==> config.mk <==
export PLATFORM = sky130hd
export DESIGN_NAME = channel_tagged_buffer_pool_core
export DESIGN_NICKNAME = d
export VERILOG_FILES = /design/src/design/ctbp_pkg.sv /design/src/design/ctbp_mem.sv /design/src/design/ctbp_scan.sv /design/src/design/ctbp_out.sv /design/src/design/channel_tagged_buffer_pool_core.sv
export SDC_FILE = /design/constraint.sdc
export NUM_CORES = 1
export LEC_CHECK = 0
export ABC_AREA = 1
export BUFFER_PORTS_ARGS = -buffer_cell sky130_fd_sc_hd__buf_4
export CAP_MARGIN = 25
export CELL_PAD_IN_SITES_DETAIL_PLACEMENT = 1
export CELL_PAD_IN_SITES_GLOBAL_PLACEMENT = 1
export CORE_UTILIZATION = 54
export DETAILED_ROUTE_END_ITERATION = 8
export PLACE_DENSITY_LB_ADDON = 0.1
export SETUP_SLACK_MARGIN = 0.15
export SYNTH_ARGS = -nofsm -noshare
export SYNTH_HDL_FRONTEND = slang
export SYNTH_HIERARCHICAL = 1
export SYNTH_SLANG_ARGS = --single-unit
==> constraint.sdc <==
create_clock -name clk_i -period 7.31 [get_ports clk_i]
set_input_delay 1.8275 -clock clk_i [delete_from_list [all_inputs] [get_ports clk_i]]
set_output_delay 1.8275 -clock clk_i [all_outputs]
set_load 0.01 [all_outputs]
==> src/design/ctbp_pkg.sv <==
`timescale 1ns / 1ps

package ctbp_pkg;

  localparam int unsigned POOL_DEPTH_DEF = 16;
  localparam int unsigned CH_W           = 8;
  localparam int unsigned ADDR_W         = 32;

  typedef enum logic [1:0] {
    ST_ENTRY = 2'd0,
    ST_NONE  = 2'd1,
    ST_FULL  = 2'd2,
    ST_BUSY  = 2'd3
  } status_e;

  typedef enum logic {
    REQ_PUT = 1'b0,
    REQ_GET = 1'b1
  } req_e;

  typedef enum logic [1:0] {
    S_IDLE,
    S_SCAN,
    S_FLUSH
  } state_e;

  typedef struct packed {
    logic [CH_W-1:0]   ch;
    logic [ADDR_W-1:0] addr;
  } slot_t;

  typedef struct packed {
    logic    valid;
    status_e status;
    slot_t   slot;
    logic    last;
  } out_push_t;

endpackage

==> src/design/ctbp_mem.sv <==
`timescale 1ns / 1ps

module ctbp_mem import ctbp_pkg::*; #(
  parameter int unsigned POOL_DEPTH = POOL_DEPTH_DEF,
  localparam int unsigned AW = (POOL_DEPTH > 1) ? $clog2(POOL_DEPTH) : 1
) (
  input  logic          clk_i,
  input  logic          we_i,
  input  logic [AW-1:0] waddr_i,
  input  slot_t         wdata_i,
  input  logic          re_i,
  input  logic [AW-1:0] raddr_i,
  output slot_t         rdata_o
);

  slot_t mem_q [POOL_DEPTH];
  slot_t rdata_q;

  always_ff @(posedge clk_i) begin
    if (we_i) begin
      mem_q[waddr_i] <= wdata_i;
    end
  end

  always_ff @(posedge clk_i) begin
    if (re_i) begin
      rdata_q <= mem_q[raddr_i];
    end
  end

  assign rdata_o = rdata_q;

endmodule

==> src/design/ctbp_scan.sv <==
`timescale 1ns / 1ps

module ctbp_scan import ctbp_pkg::*; #(
  parameter int unsigned POOL_DEPTH = POOL_DEPTH_DEF,
  localparam int unsigned AW = (POOL_DEPTH > 1) ? $clog2(POOL_DEPTH) : 1,
  localparam int unsigned CW = $clog2(POOL_DEPTH + 1)
) (
  input  logic              clk_i,
  input  logic              rst_ni,
  input  logic              in_valid_i,
  output logic              in_ready_o,
  input  logic              req_type_i,
  input  logic [CH_W-1:0]   channel_i,
  input  logic [ADDR_W-1:0] buf_addr_i,
  output logic              mem_we_o,
  output logic [AW-1:0]     mem_waddr_o,
  output slot_t             mem_wdata_o,
  output logic              mem_re_o,
  output logic [AW-1:0]     mem_raddr_o,
  input  slot_t             mem_rdata_i,
  input  logic              out_ld_i,
  output out_push_t         push_o
);

  state_e          state_q, state_d;
  logic [CW-1:0]   fill_q, fill_d;
  logic [CW-1:0]   iss_q, iss_d;
  logic [CW-1:0]   keep_q, keep_d;
  logic            pend_v_q, pend_v_d;
  logic [CH_W-1:0] pend_ch_q, pend_ch_d;
  logic [CH_W-1:0] tgt_q, tgt_d;
  logic            rv_q, rv_d;
  logic            hold_v_q, hold_v_d;
  slot_t           hold_q, hold_d;
  status_e         fin_q, fin_d;

  logic accept, full, is_put, match, consume, issue, done;

  assign accept  = in_valid_i && in_ready_o;
  assign full    = (fill_q == CW'(POOL_DEPTH));
  assign is_put  = (req_e'(req_type_i) == REQ_PUT);
  assign match   = rv_q && (mem_rdata_i.ch == tgt_q);
  assign consume = rv_q && !(match && hold_v_q && !out_ld_i);
  assign issue   = (state_q == S_SCAN) && (iss_q < fill_q) && (!rv_q || consume);
  assign done    = (state_q == S_SCAN) && (iss_q == fill_q) && !rv_q;

  always_comb begin
    state_d = state_q;
    case (state_q)
      S_IDLE: begin
        if (accept) begin
          if (is_put) begin
            if (full) begin
              state_d = S_FLUSH;
            end else if (pend_v_q) begin
              state_d = S_SCAN;
            end
          end else begin
            if (pend_v_q) begin
              state_d = S_FLUSH;
            end else if (fill_q != '0) begin
              state_d = S_SCAN;
            end
          end
        end
      end
      S_SCAN: begin
        if (done) begin
          state_d = S_FLUSH;
        end
      end
      S_FLUSH: begin
        if (out_ld_i) begin
          state_d = S_IDLE;
        end
      end
      default: state_d = S_IDLE;
    endcase
  end

  always_comb begin
    in_ready_o  = (state_q == S_IDLE);
    fill_d      = fill_q;
    iss_d       = iss_q;
    keep_d      = keep_q;
    pend_v_d    = pend_v_q;
    pend_ch_d   = pend_ch_q;
    tgt_d       = tgt_q;
    rv_d        = rv_q;
    hold_v_d    = hold_v_q;
    hold_d      = hold_q;
    fin_d       = fin_q;
    mem_we_o    = 1'b0;
    mem_waddr_o = keep_q[AW-1:0];
    mem_wdata_o = mem_rdata_i;
    mem_re_o    = issue;
    mem_raddr_o = iss_q[AW-1:0];
    push_o      = '{valid: 1'b0, status: ST_ENTRY, slot: hold_q, last: 1'b0};
    case (state_q)
      S_IDLE: begin
        iss_d    = '0;
        keep_d   = '0;
        rv_d     = 1'b0;
        hold_v_d = 1'b0;
        if (accept) begin
          if (is_put) begin
            if (full) begin
              hold_d = '{ch: channel_i, addr: buf_addr_i};
              fin_d  = ST_FULL;
            end else begin
              mem_we_o    = 1'b1;
              mem_waddr_o = fill_q[AW-1:0];
              mem_wdata_o = '{ch: channel_i, addr: buf_addr_i};
              fill_d      = fill_q + CW'(1);
              if (pend_v_q) begin
                pend_v_d = 1'b0;
                tgt_d    = pend_ch_q;
              end
            end
          end else begin
            if (pend_v_q) begin
              hold_d = '{ch: channel_i, addr: '0};
              fin_d  = ST_BUSY;
            end else if (fill_q == '0) begin
              pend_v_d  = 1'b1;
              pend_ch_d = channel_i;
            end else begin
              tgt_d = channel_i;
            end
          end
        end
      end
      S_SCAN: begin
        if (consume) begin
          if (match) begin
            push_o.valid = hold_v_q;
            hold_d       = mem_rdata_i;
            hold_v_d     = 1'b1;
          end else begin
            mem_we_o = 1'b1;
            keep_d   = keep_q + CW'(1);
          end
        end
        if (issue) begin
          iss_d = iss_q + CW'(1);
        end
        rv_d = issue || (rv_q && !consume);
        if (done) begin
          fill_d = keep_q;
          if (hold_v_q) begin
            fin_d = ST_ENTRY;
          end else begin
            fin_d  = ST_NONE;
            hold_d = '{ch: tgt_q, addr: '0};
          end
        end
      end
      S_FLUSH: begin
        push_o = '{valid: out_ld_i, status: fin_q, slot: hold_q, last: 1'b1};
      end
      default: ;
    endcase
  end

  always_ff @(posedge clk_i or negedge rst_ni) begin
    if (!rst_ni) begin
      state_q   <= S_IDLE;
      fill_q    <= '0;
      iss_q     <= '0;
      keep_q    <= '0;
      pend_v_q  <= 1'b0;
      pend_ch_q <= '0;
      rv_q      <= 1'b0;
      hold_v_q  <= 1'b0;
    end else begin
      state_q   <= state_d;
      fill_q    <= fill_d;
      iss_q     <= iss_d;
      keep_q    <= keep_d;
      pend_v_q  <= pend_v_d;
      pend_ch_q <= pend_ch_d;
      rv_q      <= rv_d;
      hold_v_q  <= hold_v_d;
    end
  end

  always_ff @(posedge clk_i) begin
    tgt_q  <= tgt_d;
    hold_q <= hold_d;
    fin_q  <= fin_d;
  end

endmodule

==> src/design/ctbp_out.sv <==
`timescale 1ns / 1ps

module ctbp_out import ctbp_pkg::*; (
  input  logic              clk_i,
  input  logic              rst_ni,
  input  out_push_t         push_i,
  output logic              ld_o,
  output logic              out_valid_o,
  input  logic              out_ready_i,
  output logic [1:0]        status_o,
  output logic [CH_W-1:0]   out_channel_o,
  output logic [ADDR_W-1:0] out_addr_o,
  output logic              last_o
);

  logic    valid_q;
  status_e status_q;
  slot_t   slot_q;
  logic    last_q;

  assign ld_o = !valid_q || out_ready_i;

  always_ff @(posedge clk_i or negedge rst_ni) begin
    if (!rst_ni) begin
      valid_q <= 1'b0;
    end else if (push_i.valid) begin
      valid_q <= 1'b1;
    end else if (out_ready_i) begin
      valid_q <= 1'b0;
    end
  end

  always_ff @(posedge clk_i) begin
    if (push_i.valid) begin
      status_q <= push_i.status;
      slot_q   <= push_i.slot;
      last_q   <= push_i.last;
    end
  end

  assign out_valid_o   = valid_q;
  assign status_o      = status_q;
  assign out_channel_o = slot_q.ch;
  assign out_addr_o    = slot_q.addr;
  assign last_o        = last_q;

endmodule

==> src/design/channel_tagged_buffer_pool_core.sv <==
// Put: written straight into the pool; a put into a full pool or a rejected get also emits one final beat.
// Get: accept, one synchronous memory read per stored slot, read latency, end of scan and
// final beat; a get takes longer while out_ready_i is held low.
// One request at a time; the pool memory's single read port sets the scan rate, and a stalled output can hold the scan.
// Reset clears fill count and pending get; pool memory is not cleared.
`timescale 1ns / 1ps

module channel_tagged_buffer_pool_core import ctbp_pkg::*; #(
  parameter int unsigned POOL_DEPTH = POOL_DEPTH_DEF
) (
  input  logic              clk_i,
  input  logic              rst_ni,
  input  logic              in_valid_i,
  output logic              in_ready_o,
  input  logic              req_type_i,
  input  logic [CH_W-1:0]   channel_i,
  input  logic [ADDR_W-1:0] buf_addr_i,
  output logic              out_valid_o,
  input  logic              out_ready_i,
  output logic [1:0]        status_o,
  output logic [CH_W-1:0]   out_channel_o,
  output logic [ADDR_W-1:0] out_addr_o,
  output logic              last_o
);

  localparam int unsigned AW = (POOL_DEPTH > 1) ? $clog2(POOL_DEPTH) : 1;

  logic          mem_we, mem_re, out_ld;
  logic [AW-1:0] mem_waddr, mem_raddr;
  slot_t         mem_wdata, mem_rdata;
  out_push_t     push;

  ctbp_mem #(.POOL_DEPTH(POOL_DEPTH)) u_mem (
    .clk_i   (clk_i),
    .we_i    (mem_we),
    .waddr_i (mem_waddr),
    .wdata_i (mem_wdata),
    .re_i    (mem_re),
    .raddr_i (mem_raddr),
    .rdata_o (mem_rdata)
  );

  ctbp_scan #(.POOL_DEPTH(POOL_DEPTH)) u_scan (
    .clk_i       (clk_i),
    .rst_ni      (rst_ni),
    .in_valid_i  (in_valid_i),
    .in_ready_o  (in_ready_o),
    .req_type_i  (req_type_i),
    .channel_i   (channel_i),
    .buf_addr_i  (buf_addr_i),
    .mem_we_o    (mem_we),
    .mem_waddr_o (mem_waddr),
    .mem_wdata_o (mem_wdata),
    .mem_re_o    (mem_re),
    .mem_raddr_o (mem_raddr),
    .mem_rdata_i (mem_rdata),
    .out_ld_i    (out_ld),
    .push_o      (push)
  );

  ctbp_out u_out (
    .clk_i         (clk_i),
    .rst_ni        (rst_ni),
    .push_i        (push),
    .ld_o          (out_ld),
    .out_valid_o   (out_valid_o),
    .out_ready_i   (out_ready_i),
    .status_o      (status_o),
    .out_channel_o (out_channel_o),
    .out_addr_o    (out_addr_o),
    .last_o        (last_o)
  );

endmodule

=== Yosys cells after proc, flatten, opt, wreduce, memory -nomap -nowiden ===
Memories as Yosys holds them, arrays and structs flattened. A register that Yosys moved wholly into a read port is not among the register bits.
Index checks and enable logic that the tools add are counted.

* Register bits after elaboration: 122
* Bits in writable memories: 640
* Input bits: 45
* Output and inout port bits: 45
* Logic and storage cells: 148
* Memories kept: 1

* Add/sub/neg operators: 3
* Magnitude comparators: 1
* Eq/ne operators: 21
* Muxes and demuxes: 70
* Bitwise operators: 1
* Reductions and logical operators: 34

{| class="wikitable"
|+ Memories
! memory !! depth !! width !! rd ports !! clocked after Yosys merged registers in !! wr ports !! line !! source
|-
| u_mem.mem_q || 16 || 40 || 1 || 1 || 1 || ctbp_mem.sv:16 || <nowiki>slot_t mem_q [POOL_DEPTH];</nowiki>
|}

{| class="wikitable"
|+ Operator list
! operator !! number
|-
| two-way mux 40 bit || 12
|-
| case mux 40 bit (2 select lines) || 1
|-
| two-way mux 8 bit || 5
|-
| two-way mux 5 bit || 7
|-
| case mux 5 bit (2 select lines) || 3
|-
| two-way mux 2 bit || 13
|-
| AND reduction 5 bit || 4
|-
| two-way mux 1 bit || 19
|-
| two-way mux 4 bit || 4
|-
| adder 5 x 1 -> 5 bit, second input constant || 3
|-
| != test 2 bit, second input constant || 7
|-
| logical AND 1 bit || 10
|-
| != test 2 x 1 -> 1 bit, second input constant || 5
|-
| AND reduction 3 bit || 3
|-
| equality test 8 bit || 1
|-
| != test 4 bit, second input constant || 2
|-
| case mux 1 bit (2 select lines) || 4
|-
| != test 3 bit, second input constant || 2
|-
| case mux 2 bit (3 select lines) || 1
|-
| AND reduction 6 bit || 1
|-
| nonzero test 2 bit || 3
|-
| equality test 5 bit || 1
|-
| equality test 5 bit, second input constant || 1
|-
| zero test 1 bit || 5
|-
| 11 further kinds || 13
|}

=== Longest topological paths before layout ===
Gate-level depths: netlist (run 1).

* Depth after elaboration: 10
* Depth in mapped cells: 13
* Mapped depth without buffers: 11

=== Hierarchy ===
Netlist (run 1), hierarchy kept.

{| class="wikitable"
|+ By module, submodules not included
! module !! times used !! cells each !! area an instance (um^2) !! seq. area each (um^2)
|-
| ctbp_mem || 1 || 2643 || 28691.3 || 20419.6
|-
| ctbp_scan || 1 || 761 || 5417.7 || 2202.1
|-
| ctbp_out || 1 || 48 || 1336.3 || 1316.3
|}

=== Least setup slack after synthesis (run 1) ===
No wires, ideal clock.

* Path type: input to register
* From: in out_ready_i
* To: reg u_out.last_q, in the netlist u_out/last_o (enable)
* Setup time: 0.512 ns
* Data arrival time: 5.792 ns
* Data required time: 6.798 ns
* Path slack: 1.006 ns
* Stages on the path: 7
* Buffers on the path: 1
* Cells stage by stage: inv_1 nand2_2 nor2_1 nor2_1 buf_2 nand4_1 a21boi_0

{| class="wikitable"
|+ RTL lines
! what !! line !! source
|-
| from (decl) || channel_tagged_buffer_pool_core.sv:19 || <nowiki>input logic out_ready_i,</nowiki>
|-
| to (signal assigned) || ctbp_out.sv:37 || <nowiki>last_q <= push_i.last;</nowiki>
|-
| to (decl) || ctbp_out.sv:19 || <nowiki>logic last_q;</nowiki>
|}

=== Final worst setup path (run 1) ===
* From: in in_valid_i
* To: mem u_mem/mem_q[2][19] (netlist name) (enable)

* Elaborated cells between the ends (all ways): 7
* Those cells by class: mux: 6; reduce/logical: 1

{| class="wikitable"
|+ RTL lines
! what !! line !! source
|-
| from (decl) || channel_tagged_buffer_pool_core.sv:13 || <nowiki>input logic in_valid_i,</nowiki>
|-
| logical AND 1 bit || ctbp_scan.sv:39 || <nowiki>assign accept = in_valid_i && in_ready_o;</nowiki>
|-
| two-way mux 4 bit || ctbp_scan.sv:105 || <nowiki>if (accept) begin</nowiki>
|-
| two-way mux 4 bit || ctbp_scan.sv:99 || <nowiki>case (state_q)</nowiki>
|-
| net mem_waddr[1] || channel_tagged_buffer_pool_core.sv:29 || <nowiki>logic [AW-1:0] mem_waddr, mem_raddr;</nowiki>
|-
| to (decl) || ctbp_mem.sv:16 ||
|}

The timed path passes the listed nets, and every way through them passes these cells.

==> results.cfg, run 1 <==
[setup_path]
r2r_end = u_mem/mem_q[2][19]
worstReg2RegStart = u_scan/state_q[0]
cp-start-kind = input pin
reg2reg_slack_ns = 2.95
r2r_cells = 9
required_ns = 7.57
cp-endpoint = u_mem/mem_q[2][19]
worstPathArrival_ns = 5.02
criticalPathCategory = input pin to register
crit_start = in_valid_i
path_max_fanout = 46
end_kind = register

[power_and_ir_drop]
p_int_mw = 9.50
power_switching_mw = 4.97
combPwrFrac = 0.265
seq_power_share = 0.444
ir_drop_mv = 0.246
switching_share = 0.343
power_mw = 14.5
powerDensity_nw_per_um2 = 364
clkPwrFrac = 0.292
p_leak_nw = 17.0

[placed_design]
dpl_worst_slack_ns = 2.04
dp.cells = 4292
portBuffers = 89
gp_congestion = 0.870
dp_hpwl_um = 64000

[timing]
slew_headroom = 0.0278
rsz0062_at_grt = false
skew_ns = 0.0242
tightest_slew_ns = 1.46
fmax_mhz = 210
hold_viol = 0
post-route-period-util = 0.651
final_max_slew_viol_count = 0
finalCriticalPeriod_ns = 4.76
setup_ws_ns = 2.55
setup_tns_ns = 0
setup_viol = 0

[clock_network]
cts_buffers = 84
post_cts_buffers = 0
clkSinkCount = 802
insertion_delay_ns = 0.64
cts_repair_resize_count = 0
clockRootBuffer = clkbuf_16
cts_max_level = 3
cts_buffer_depth = 3
cts_tree = built
ctsHoldBuffers = 0
clkTransAtPathRegs_ns = 0.06

[logic_synthesis]
postSynthAreaPerCell_um2 = 10.3
synth_edf_count = 773
synth_flop_cell = edfxtp_1
seq_area_frac_synth = 0.675
synthTopCellsByCount = 1039 x nand2_1, 773 x edfxtp_1, 628 x inv_1, 544 x nand3_1, 95 x o21ai_0
synth_top_area_frac = 0.655
yosysMostFrequentCell = nand2_1
netlist_instances = 3452
syn_nets = 3509
yosys_register_bits = 802
netlist_area_um2 = 35400
synthArstFlopShare = 0.0362
synth_area_leaders = edfxtp_1 65%, nand2_1 11%, nand3_1 7.7%, inv_1 6.7%, dfrtp_1 2.0%
synth_top_area_cell = edfxtp_1
ys_types = 35
yosys_warnings = 6

[route]
vias = 25800
routed_wl_um = 110000
drc_errors = 0
drtIter0Drc = 2750
ant_nets = 0
via_per_inst = 5.79
routedWlPerCell_um = 24.7
dr.pass1.iters = 5

[die]
die_x_um = 258
boundaryPins = 90
start_util = 0.548
chipHeight_um = 258
row_count = 93
die-area_um2 = 66700
core_um2 = 64700

[global_routing]
grt_pass1_wl_um = 167000
antenna_found_initial = 0
overflow = 0
grt_usage = 0.335
first_global_vias = 28100
grt_max_degree = 222

[layout]
fin_util = 0.614
fillerInstances = 6895
syn_to_final_growth_pct = 12.1
fin_nets = 3587
antennaDiodeCount = 0
drive_above_1_share = 0.0904
stdcell_count = 4452

[worst_hold_path]
min_path_type = register to register

[flow_run]
max_cap_viol_count = 0

[status]
status = finished clean
==> cells in the final DEF, fill, tap and decap left out, drive strengths merged <==
cell / n
clkinvlp: 1
o211ai: 3
or2: 2
clkbuf: 103
bufinv: 7
buf: 170
nor3: 5
dfrtp: 29
a221oi: 1
nor2: 47
xnor2: 4
a21oi: 14
nand3b: 2
xor2: 6
inv: 638
a21boi: 1
clkinv: 39
edfxtp: 773
ha: 12
o22ai: 2
o21ai: 101
a211o: 1
nand4: 48
nor4: 1
nand2: 1042
nand3: 545
==> power by group through the flow <==
stage / clock network [mW] / registers [mW] / logic [mW]
2_1_floorplan: 0 / 6.38 / 2.33
3_3_place_gp: 0 / 6.49 / 3.48
3_5_place_dp: 0 / 6.51 / 3.71
4_1_cts: 4.26 / 6.42 / 3.77
5_1_grt: 4.41 / 6.46 / 4.14
6_report: 4.22 / 6.42 / 3.83
==> registers in the layout, indices dropped and copies added, names as in the netlist, 2 cells and up <==
| signal | flops |
|---|---|
| u_mem/mem_q | 640 |
| u_mem/rdata_o | 40 |
| u_out/out_addr_o | 32 |
| u_out/out_channel_o | 8 |
| u_out/status_o | 2 |
| u_scan/fill_q | 5 |
| u_scan/fin_q | 2 |
| u_scan/hold_q | 40 |
| u_scan/iss_q | 5 |
| u_scan/keep_q | 5 |
| u_scan/pend_ch_q | 8 |
| u_scan/state_q | 2 |
| u_scan/tgt_q | 8 |
==> worst min-delay path by stage <==
stage	startpoint	end	depth (start not counted)
after floorplan	u_scan/hold_q[0]	u_out/out_addr_o[0]	0
after global placement	u_scan/hold_q[24]	u_out/out_addr_o[24]	0
after detailed placement	u_scan/hold_q[32]	u_out/out_channel_o[0]	0
after CTS	u_scan/hold_q[28]	u_out/out_addr_o[28]	0
after global routing	u_scan/hold_q[33]	u_out/out_channel_o[1]	0
final	u_scan/hold_q[26]	u_out/out_addr_o[26]	0
==> layer usage <==
metal  up-vias  global-route usage  share of wire
li1      11400                   -              -
met1     13000               0.419           0.38
met2      1098               0.589           0.51
met3       261              0.0406          0.067
met4         0               0.140          0.041
met5         -                   0              0
==> worst max-delay path: stages <==
cell and delay [ns]:
buf_4 0.11, nand2_1 0.09, nor2_1 0.25, nand2_4 0.37, o21ai_0 0.62, nand2_1 0.42
nor2_4 0.71, buf_4 0.59
==> cells by family after synthesis <==
group | after synthesis | share of synthesized area
xor gates and xnor gates | 10 | 0.00247
DFF | 802 | 0.675
adders and majority gates | 12 | 0.00424
and+or+nand+nor | 1692 | 0.204
AOI/OAI and AO/OA | 123 | 0.0180
buffers and inverters | 813 | 0.0964
==> per-stage QoR <==
stage / area [um^2] / hold slack [ns]
finish: 39700 / 0.453
floorplan: 35400 / 0.426
global route: 39700 / 0.466
global placement: 36900 / 0.432
CTS: 39600 / 0.454
detailed placement: 37000 / 0.438
==> layout make-up <==
class / instances / area, um^2 / share of cell area
clock buffer: 103 / 2220 / 0.0558
inverter: 635 / 2390 / 0.0603
sequential: 802 / 24000 / 0.603
clock inverter: 50 / 425 / 0.0107
tap: 855 / 1070 / 0.0269
multi-input combinational: 1837 / 8240 / 0.207
timing repair buffer: 170 / 1440 / 0.0363
Note: power is estimated with default switching activity, not from simulation.
==> run 2: changes to the inputs <==
CORE_UTILIZATION = 50   (was 54)
clock period = 4.65 ns   (was 7.31 ns; I/O delays follow)
==> run 2 against run 1 <==
Sequential share of layout area is 0.50 points lower. Utilization is 4.2 points lower. Worst hold slack better by 0.0022 ns. Clock skew is 0.0033 ns higher. Highest routed layer unchanged. Via count is 2.3% lower. Critical path depth is 2 higher. First-iteration DRC count is 26% lower.
==> results.cfg, run 2 (same netlist as run 1, synthesis figures left out) <==
[status]
status = finished clean

[power_and_ir_drop]
p_int_mw = 15.1
clkPwrFrac = 0.301
p_leak_nw = 17.1
seq_power_share = 0.440
switching_share = 0.335
powerDensity_nw_per_um2 = 568
power_switching_mw = 7.63
combPwrFrac = 0.260
ir_drop_mv = 0.546

[route]
drc_errors = 0
routedWlPerCell_um = 22.7
ant_nets = 0
dr.pass1.iters = 5
routed_wl_um = 103000
vias = 25200
drtIter0Drc = 2040
via_per_inst = 5.53

[die]
die_x_um = 268
row_count = 97
die-area_um2 = 72000
chipHeight_um = 268
core_um2 = 70000
start_util = 0.506
boundaryPins = 90

[global_routing]
grt_max_degree = 195
grt_usage = 0.292
grt_pass1_wl_um = 157000
overflow = 0
first_global_vias = 27000
antenna_found_initial = 1

[setup_path]
worstReg2RegStart = u_scan/iss_q[0]
worstPathArrival_ns = 3.75
crit_start = u_scan/iss_q[0]
cp-endpoint = u_scan/hold_q[24]
r2r_cells = 10
path_cells = inv_1 > ha_1 > nand2_1 > nor2_1 > nand3_1 > nand2_1 > inv_1 > buf_4 > nand3_1 > o21ai_0
criticalPathCategory = register to register
end_kind = register
required_ns = 5.11
cpMaxStageDelayCell = dfrtp_4
reg2reg_slack_ns = 1.36
cp-start-kind = register
cp_slowest_stage_delay_ns = 0.82
r2r_end = u_scan/hold_q[24]
path_max_fanout = 51

[timing]
skew_ns = 0.0275
post-route-period-util = 0.707
rsz0062_at_grt = false
setup_viol = 0
tightest_slew_ns = 1.00
setup_ws_ns = 1.36
hold_viol = 0
finalCriticalPeriod_ns = 3.29
setup_tns_ns = 0
final_max_slew_viol_count = 0
fmax_mhz = 304
slew_headroom = 0.330

[layout]
syn_to_final_growth_pct = 13.1
fin_nets = 3598
fin_util = 0.572
seq_area_um2 = 24000
multi_input_area_um2 = 8250
largest_reg_flops = 640
fillerInstances = 7616
drive_above_1_share = 0.0958
stdcell_count = 4552
largest-register = u_mem/mem_q
finalInstanceArea_um2 = 40100
final_cell_mix = 1038 x nand2_1, 773 x edfxtp_1, 627 x inv_1, 544 x nand3_1, 166 x buf_4
layout_commonest_cell = nand2_1

[clock_network]
clkTransAtPathRegs_ns = 0.06
cts_tree = built
cts_repair_resize_count = 0
cts_buffers = 85
clockRootBuffer = clkbuf_16
cts_buffer_depth = 3
insertion_delay_ns = 0.64
ctsHoldBuffers = 0
cts_max_level = 3
clkSinkCount = 802
post_cts_buffers = 0

[placed_design]
dpl_worst_slack_ns = 1.01
postPlaceCellArea_um2 = 37300
dp.cells = 4394
gp_congestion = 0.841
dp_hpwl_um = 60200
portBuffers = 89

[flow_run]
max_cap_viol_count = 0

[worst_hold_path]
min_path_type = input pin to asynchronous set/reset pin
## run 2: cell types whose count changed in the layout (fill, tap and decap cells not counted), moves of 3 or more
| cell | before | now |
|---|---|---|
| buf_6 | 3 | 0 |
| clkbuf_1 | 17 | 12 |
| buf_16 | 4 | 0 |
| clkinv_2 | 15 | 19 |
| o21ai_1 | 23 | 6 |
| buf_12 | 6 | 14 |
| buf_4 | 157 | 166 |
| o21ai_0 | 78 | 95 |
| clkinv_1 | 23 | 20 |
## run 2: through the flow
stage               hold slack (ns)  total power, mW
finish                        0.455             22.8
global route                  0.469             23.8
CTS                           0.447             22.9
detailed placement            0.441             16.0
global placement              0.435             15.7
floorplan                     0.426             13.7
## run 2: area by class of cell
| type | count | share of cell area |
|---|---|---|
| clock buffers | 101 | 0.0564 |
| clock inverters | 55 | 0.0127 |
| inverters | 635 | 0.0598 |
| repair buffers | 180 | 0.0381 |
| multi-input cells | 1837 | 0.206 |
| diodes | 2 | 0.000125 |
| well taps | 940 | 0.0294 |
| flip-flops and latches | 802 | 0.598 |
## run 2: critical path, delay by kind of cell (launching register included)
kind | cells | cell delay, ns
adders and majority gates | 1 | 0.31
DFF | 1 | 0.82
buffers and inverters | 3 | 0.96
and+or+nand+nor | 5 | 0.87
AOI/OAI and AO/OA | 1 | 0.12
## run 2: power groups by stage
| stage | Combinational (mW) | Clock, mW | Sequential (mW) |
|---|---|---|---|
| finish | 5.91 | 6.84 | 10.0 |
| global route | 6.47 | 7.21 | 10.1 |
| CTS | 5.91 | 6.95 | 10.0 |
| detailed placement | 5.84 | 0 | 10.2 |
| global placement | 5.56 | 0 | 10.1 |
| floorplan | 3.67 | 0 | 10.0 |
## run 2: layer usage
metal,GRT usage,wire [um],up-vias
met2,0.512,52600,745
met4,0.0871,2240,0
met5,0,0,-
met3,0.0425,5750,172
met1,0.374,42700,12800
li1,-,-,11400
## run 2: worst min-delay path by stage
| stage | to | depth (start not counted) |
|---|---|---|
| floorplan | u_out/out_addr_o[0] | 0 |
| global route | u_scan/state_q[1] | 1 |
| global placement | u_out/out_addr_o[2] | 0 |
| detailed placement | u_out/out_addr_o[4] | 0 |
| CTS | u_scan/state_q[1] | 1 |
| finish | u_scan/state_q[1] | 1 |
==> run 3: changes to the inputs <==
CORE_UTILIZATION = 45   (was 50)
clock period = 3 ns   (was 4.65 ns; I/O delays follow)
==> run 3 against run 2 <==
First-iteration DRC count shrank 16%. Via count shrank 1.5%. Worst hold slack lost 0.38 ns. Sequential power grew 54%. Maximum frequency grew 24%. Setup slack lost 1.0 ns. Utilization shrank 4.6 points. Sequential share of layout area shrank 1.2 points. Combinational power grew 63%.
==> results.cfg, run 3 (same netlist as run 1, synthesis figures left out) <==
[global_routing]
first_global_vias = 26200
grt_usage = 0.262
overflow = 0
grt_max_degree = 131
antenna_found_initial = 2
grt_pass1_wl_um = 157000

[clock_network]
cts_buffers = 87
clkSinkCount = 802
clockRootBuffer = clkbuf_16
cts_buffer_depth = 3
clkTransAtPathRegs_ns = 0.06
insertion_delay_ns = 0.64
ctsHoldBuffers = 0
cts_max_level = 3
cts_tree = built

[layout]
fin_nets = 3639
largest-register = u_mem/mem_q
final_cell_mix = 1033 x nand2_1, 773 x edfxtp_1, 627 x inv_1, 544 x nand3_1, 181 x buf_4
largest_reg_flops = 640
layout_commonest_cell = nand2_1
drive_above_1_share = 0.108
syn_to_final_growth_pct = 15.3
finalInstanceArea_um2 = 40900
antennaDiodeCount = 0
fin_util = 0.526

[placed_design]
gp_congestion = 0.869
dp_hpwl_um = 60800
postPlaceCellArea_um2 = 38000
dpl_worst_slack_ns = -0.107
portBuffers = 89

[setup_path]
crit_start = u_scan/state_q[0]
cp-endpoint = u_mem/mem_q[9][20]
cp-start-kind = register
r2r_end = u_mem/mem_q[9][20]
worstPathArrival_ns = 2.98
required_ns = 3.32
path_max_fanout = 23
worstReg2RegStart = u_scan/state_q[0]
r2r_cells = 11
reg2reg_slack_ns = 0.34
end_kind = register
criticalPathCategory = register to register

[route]
ant_nets = 0
drc_errors = 0
routed_wl_um = 102000
vias = 24800
dr.pass1.iters = 7
via_per_inst = 5.29
drtIter0Drc = 1704
routedWlPerCell_um = 21.8

[die]
chipHeight_um = 283
die_x_um = 283
core_um2 = 77700
boundaryPins = 90
row_count = 102
start_util = 0.456
die-area_um2 = 79900

[power_and_ir_drop]
powerDensity_nw_per_um2 = 876
ir_drop_mv = 0.573
p_leak_nw = 17.4

[worst_hold_path]
min_path_type = input pin to asynchronous set/reset pin

[timing]
setup_ws_ns = 0.340
finalCriticalPeriod_ns = 2.66
setup_viol = 0
hold_viol = 0
fmax_mhz = 376
rsz0062_at_grt = false
tightest_slew_ns = 0.944
skew_ns = 0.0287
post-route-period-util = 0.887
slew_headroom = 0.371
final_max_slew_viol_count = 0

[flow_run]
max_cap_viol_count = 0

[status]
status = finished clean
-- run 3: cell types whose count changed in the layout (fill, tap and decap cells not counted), moves of 3 or more --
cell / previous run / this run
nand2_1: 1038 / 1033
nand2_2: 3 / 7
bufinv_16: 9 / 13
clkinv_2: 19 / 16
buf_12: 14 / 37
buf_4: 166 / 181
clkinv_1: 20 / 16
o21ai_0: 95 / 92
-- run 3: power by group --
group          switching, mW  internal (mW)  total, mW
Sequential             0.541           14.8       15.4
Clock                   4.40           6.42       10.8
Combinational           6.90           2.72       9.61
Total                   11.8           24.0       35.8
-- run 3: final cells by class --
cell class	count	area, um^2
Fill cell	8359	36900
Sequential cell	802	24000
Inverter	635	2400
Multi-Input combinational cell	1837	8280
Clock inverter	53	598
Clock buffer	100	2230
Timing Repair Buffer	219	2110
Tap cell	1040	1300
-- run 3: how the worst min path moves through the flow --
| stage | to | startpoint | slack, ns |
|---|---|---|---|
| after floorplan | u_out/out_addr_o[0] | u_scan/hold_q[0] | 0.43 |
| after global placement | u_out/out_addr_o[31] | u_scan/hold_q[31] | 0.43 |
| after detailed placement | u_out/out_addr_o[14] | u_scan/hold_q[14] | 0.44 |
| after CTS | u_out/out_valid_o | rst_ni | 0.06 |
| after global routing | u_out/out_valid_o | rst_ni | 0.08 |
| final | u_out/out_valid_o | rst_ni | 0.07 |
-- run 3: routing by layer --
layer	track usage	routed length, um
met2	0.438	49400
met3	0.0382	5070
met4	0.0661	1980
met1	0.360	45900
met5	0	0
-- run 3: metrics by stage --
step	instances	hold slack [ns]	setup TNS (ns)	power, mW
after floorplan	3452	0.426	0	21.3
after global placement	4531	0.429	-42.37	24.8
after detailed placement	4531	0.435	-28.71	25.1
after CTS	4684	0.0566	0	36.1
after global routing	4686	0.0780	0	37.5
final	4686	0.0704	0	35.8
-- run 3: worst max-delay path, cell delays in order (launching register included) --
cell      delay [ns]
dfrtp_1         0.41
inv_1           0.09
ha_2            0.21
nand2_4         0.07
nor2_4          0.16
inv_1           0.08
o21ai_0         0.37
buf_4           0.21
nand3b_1        0.13
buf_4           0.21
nor2_4          0.17
buf_12          0.24
-- run 3: what timing repair did --
item | in CTS | in global routing
endpoints found under the setup margin | 480 | 602
gates resized for setup | 2 | 4
cloned | 0 | 0
setup buffers | 0 | 2
